`config.mk`:
```
export PLATFORM = sky130hd
export DESIGN_NAME = gld_code_reader
export DESIGN_NICKNAME = d
export VERILOG_FILES = /design/src/rtl/gld_pkg.sv /design/src/rtl/gld_code_reader.sv
export SDC_FILE = /design/constraint.sdc
export NUM_CORES = 1
export LEC_CHECK = 0
export BUFFER_PORTS_ARGS = -buffer_cell sky130_fd_sc_hd__buf_4
export CAP_MARGIN = 25
export CORE_UTILIZATION = 40
export DETAILED_ROUTE_END_ITERATION = 7
export PLACE_DENSITY = 0.57
export SLEW_MARGIN = 20
export SYNTH_ARGS = -nofsm -noshare
export SYNTH_HDL_FRONTEND = slang
export SYNTH_SLANG_ARGS = --single-unit
```
`constraint.sdc`:
```
create_clock -name clk -period 3.4 [get_ports clk]
set_input_delay 0.34 -clock clk [delete_from_list [all_inputs] [get_ports clk]]
set_output_delay 0.34 -clock clk [all_outputs]
set_load 0.005 [all_outputs]
```
`src/rtl/gld_pkg.sv`:
```
// Shared types, constants and helpers for the GIF LZW decoder.
`default_nettype none
package gld_pkg;

    localparam int unsigned TABLE_DEPTH_DEFAULT = 4096;
    localparam int unsigned CODE_W = 12;
    localparam int unsigned CNT_W = 13;
    localparam logic [3:0] MAX_WIDTH = 4'd12;

    typedef enum logic [1:0] {
        OP_PUSH  = 2'd0,
        OP_PULL  = 2'd1,
        OP_START = 2'd2,
        OP_NONE  = 2'd3
    } op_t;

    typedef enum logic [2:0] {
        ST_OK       = 3'd0,
        ST_STARVED  = 3'd1,
        ST_PADDED   = 3'd2,
        ST_COMPLETE = 3'd3,
        ST_FULL     = 3'd4
    } status_t;

    typedef enum logic [0:0] {
        REG_MIN_CODE_SIZE = 1'b0,
        REG_PIXEL_COUNT   = 1'b1
    } reg_idx_t;

    typedef enum logic [2:0] {
        S_IDLE,
        S_LOOP,
        S_CHAIN,
        S_FIN,
        S_POP,
        S_DONE
    } state_t;

    typedef enum logic [1:0] {
        END_NONE    = 2'd0,
        END_CODE    = 2'd1,
        END_INVALID = 2'd2
    } end_t;

    // Saturate the minimum code size into 1..8.
    function automatic logic [3:0] root_bits(input logic [3:0] mcs);
        logic [3:0] r;
        if (mcs == 4'd0) r = 4'd1;
        else if (mcs > 4'd8) r = 4'd8;
        else r = mcs;
        return r;
    endfunction

endpackage
`default_nettype wire

```
`src/rtl/gld_code_reader.sv`:
```
// LSB-first bit buffer that packs bytes in and takes codes out.
`default_nettype none
module gld_code_reader
    import gld_pkg::*;
(
    input  wire logic              clk,
    input  wire logic              rst_n,
    input  wire logic              clear,
    input  wire logic              push,
    input  wire logic [7:0]        data_byte,
    input  wire logic              take,
    input  wire logic [3:0]        width,
    output logic [CODE_W-1:0]      code,
    output logic [5:0]             count
);
    logic [31:0] buf_reg, buf_next;
    logic [5:0]  cnt_reg, cnt_next;

    // Mask the low bits of the buffer to the current width
    assign code  = buf_reg[CODE_W-1:0] & ((CODE_W'(1) << width) - CODE_W'(1));
    assign count = cnt_reg;

    // Append bytes above the held bits, drop consumed codes
    always_comb
    begin
        buf_next = buf_reg;
        cnt_next = cnt_reg;
        if (clear)
        begin
            buf_next = '0;
            cnt_next = '0;
        end
        else if (push)
        begin
            buf_next = buf_reg | ({24'd0, data_byte} << cnt_reg);
            cnt_next = cnt_reg + 6'd8;
        end
        else if (take)
        begin
            buf_next = buf_reg >> width;
            cnt_next = cnt_reg - {2'b00, width};
        end
    end

    always_ff @(posedge clk or negedge rst_n)
    begin
        if (!rst_n)
        begin
            buf_reg <= '0;
            cnt_reg <= '0;
        end
        else
        begin
            buf_reg <= buf_next;
            cnt_reg <= cnt_next;
        end
    end
endmodule
`default_nettype wire

```
# Word-level counts from Yosys, hierarchy flattened
# Cells that the tools add are included.
[totals]
ff_bits = 38
input_bits = 17
out_inout_bits = 18
elab_cells = 17
[classes]
n_bitwise = 2
n_shift = 3
mux = 6
addsub = 3
n_reduce_logical = 1
[ops]
columns = ["op", "count"]
rows = [
  ["$mux W32", 3],
  ["$or A32 B32 Y32", 1],
  ["$shl A8 B6 Y32", 1],
  ["$shr A32 B4 Y32", 1],
  ["$mux W6", 3],
  ["$and A12 B12 Y12", 1],
  ["$shl A1 B4 Y12 const A", 1],
  ["$sub A12 B1 Y12 const B", 1],
  ["$add A6 B4 Y6 const B", 1],
  ["$sub A6 B4 Y6", 1],
  ["$reduce_bool A3 Y1", 1],
]

# Longest topological paths before layout
[depth]
ltp_word = 4
ltp_mapped = 12
mapped_depth_nobuf = 9

# Least setup slack after synthesis
# Ideal clock, no wire load.
[synth_timing]
kind = "input to output"
startpoint = "input width[2]"
endpoint = "output code[10]"
required_ps = 3060
setup_slack_ps = 791
path_stages = 12
arrival_ps = 2269
n_path_buf = 4
path_cell_list = "buf_4 > buf_2 > inv_1 > buf_2 > nand4_1 > ha_1 > clkbuf_1 > or2_2 > o21ai_0 > a22o_1 > a22oi_1 > nor2b_1"
[synth_between]
elab_chain_cells = 3
[synth_lines]
columns = ["item", "line_no", "text"]
rows = [
  ["from (decl)", "gld_code_reader.sv:12", "input wire logic [3:0] width,"],
  ["$shl A1 B4 Y12", "gld_code_reader.sv:20", "assign code = buf_reg[CODE_W-1:0] & ((CODE_W'(1) << width) - CODE_W'(1));"],
  ["$sub A12 B1 Y12", "gld_code_reader.sv:20", ""],
  ["$and A12 B12 Y12", "gld_code_reader.sv:20", ""],
  ["to (decl)", "gld_code_reader.sv:13", "output logic [CODE_W-1:0] code,"],
]
# Every way passes these cells.

# Worst setup path in the final report
[layout_timing]
startpoint = "input width[1]"
endpoint = "output code[10]"
# Same word-level chain as after synthesis.

==> impl_metrics.json <==
{
  "slew_headroom": 0.301,
  "placed_area_um2": 4450,
  "synth_area_per_cell_um2": 8.23,
  "crit_required_ps": 3060,
  "synthesis.instances": 511,
  "worstMarginPinSlew_ps": 1040,
  "path_cells": "buf_4, or4_4, ha_1, or2_2, o21ai_0, a22o_1, a22oi_1, nor2b_1, buf_4",
  "whs_ps": -2.79,
  "placement.io_buffers": 34,
  "cts_hold_repair.buffers": 0,
  "antenna_cells": 0,
  "dieArea_um2": 10900,
  "synth_enable_flop_cells": 0,
  "static-leakage-power_nw": 1.93,
  "fmax_mhz": 356,
  "synthTopCellsByArea": "dfrtp_1, mux2i_1, nand2_1",
  "syn_nets": 535,
  "ys.flop_type": "dfrtp_1",
  "critPathKind": "in2out",
  "cts-root-buf": "clkbuf_8",
  "nets": 541,
  "rsz0062_at_grt": "no",
  "largest_reg_flops": 32,
  "cts_resized": 0,
  "dp_hpwl_um": 10100,
  "h-tree-depth": 2,
  "cp_common_cell": "buf_4",
  "placedCellCount": 646,
  "grt_pass1_vias": 3921,
  "instances_no_fill": 654,
  "hold_viol": 6,
  "antenna_found_initial": 0,
  "drt-initial-drc-count": 424,
  "tritoncts": "done",
  "async_flop_share": 1.00,
  "r2r_end": "buf_reg[9]",
  "crit_path_end_kind": "output port",
  "route.met2.wl_um": 6140,
  "fin_worst_skew_ps": 9.01,
  "ant_nets": 0,
  "post_cts_buffers": 0,
  "violations": "hold timing",
  "ir_worst_vdd_mv": 0.180,
  "core_area_um2": 10300,
  "drv_slew": 0,
  "wl_met1_um": 6030,
  "topRoutingLayerUsed": "met4",
  "io_pins": 35,
  "slowest_stage": "or4_4",
  "layout-drive-gt1-share": 0.170,
  "area_growth_pct": 9.07,
  "arrival_ps": 2470,
  "rr_startpoint": "count[0]",
  "dr.pass1.iters": 5,
  "start_util": 0.409,
  "clock_latency_ps": 300,
  "cts_buffers": 5,
  "rr_worst_depth": 6,
  "cts_sinks": 38,
  "overflow": 0,
  "outcome": "finished with violations",
  "period_share": 0.825,
  "drt-total-wl_um": 13600,
  "path_clk_slew_ps": 80,
  "synthDistinctLibCells": 65,
  "hold_path.class": "in2async",
  "wl_per_cell_um": 20.8,
  "drv_cap": 0,
  "drc": 0,
  "fin_crit_ps": 2810,
  "finalSetupTns_ps": 0,
  "synth_commonest_cells": "nand2_1, mux2i_1, nor2_1",
  "cp_max_fo": 26,
  "yosysTopAreaCellShare": 0.226,
  "fillCellCount": 1008,
  "synth_top_cell_by_area": "dfrtp_1",
  "grt_pass1_wl_um": 21500,
  "finalSetupViolCount": 0,
  "dr_total_vias": 4151,
  "yosysSeqAreaShare": 0.226,
  "wl_met3_um": 1210,
  "syn_area_um2": 4210,
  "p_per_area_nw_per_um2": 365,
  "crit_path_start_kind": "input pin",
  "r2r_setup_slack_ps": 1030,
  "post-synth-top-count-cell": "nand2_1",
  "viasPerCell": 6.35,
  "cpPeakStageDelay_ps": 590,
  "ys_ff_latch": 38,
  "rows": 37,
  "grt_usage": 0.250,
  "fin_area_um2": 4590,
  "clockBufferDepth": 2,
  "yosysWarnings": 0,
  "place_congestion": 0.930,
  "grt_max_degree": 46,
  "die_h_um": 105,
  "die_x_um": 105
}
where the power goes:
part | total [W] | switching, W | internal [W]
sequential | 0.000585 | 0.0000924 | 0.000492
combinational | 0.000604 | 0.000347 | 0.000257
clock | 0.000487 | 0.000174 | 0.000313
total | 0.00168 | 0.000613 | 0.00106
worst max-delay path, delay by kind of cell:
family / cells / cell delay, ps
buf+inv: 2 / 330
simple gates: 3 / 1060
compound gates: 3 / 410
fa+ha+maj: 1 / 310
worst max-delay path by stage:
stage               startpoint       end  cells past startpoint
floorplan             width[2]  code[10]                     12
global placement      width[1]  code[10]                      9
detailed placement    width[1]  code[10]                      9
CTS                   width[1]  code[10]                      9
global route          width[1]  code[10]                      9
finish                width[1]  code[10]                      9
stage by stage:
step                      utilization  worst slack, ps  power [W]
after floorplan                     -              791   0.000987
after detailed placement        0.433              599    0.00118
after global routing            0.447              456    0.00176
after global placement          0.433              677    0.00118
final                           0.447              595    0.00168
after CTS                       0.447              598    0.00166
metal layers:
metal	global-route usage	up-vias
met4	0.0684	0
met3	0.0505	24
met2	0.392	216
met5	0	-
li1	-	1902
met1	0.349	2009
final cells by class:
type | instances | area [um^2] | share of cell area
multi-input combinational | 415 | 2940 | 0.640
sequential | 38 | 951 | 0.207
timing repair buffer | 47 | 353 | 0.0769
tap | 136 | 170 | 0.0371
clock buffer | 6 | 82.6 | 0.0180
clock inverter | 2 | 60.1 | 0.0131
inverter | 10 | 37.5 | 0.00818
placed cells by master, fill, tap and decap left out, drive strengths merged, types with 5 or more instances in the layout:
cell / synthesis / routed
nand2: 62 / 62
mux2i: 50 / 50
buf: 32 / 47
nor2: 43 / 43
a21oi: 42 / 42
o21ai: 39 / 39
dfrtp: 38 / 38
nor3: 15 / 15
mux4: 15 / 15
a211oi: 14 / 14
mux2: 12 / 12
nand3: 12 / 12
nor2b: 11 / 11
o22ai: 11 / 11
inv: 9 / 9
and2: 9 / 9
a31oi: 8 / 8
ha: 6 / 6
clkbuf: 16 / 6
nand2b: 6 / 6
a22oi: 5 / 5
kinds of logic (layout without fill, tap and decap cells):
group           count (synthesis)  count (layout)  synth area share
simple gates                  176             176             0.201
fa+ha+maj                       7               7            0.0226
xor+xnor                        4               4           0.00833
compound gates                151             151             0.228
flops                          38              38             0.226
buf+inv                        58              65            0.0764
mux                            77              77             0.238
Note: power is estimated with default switching activity, not from simulation.
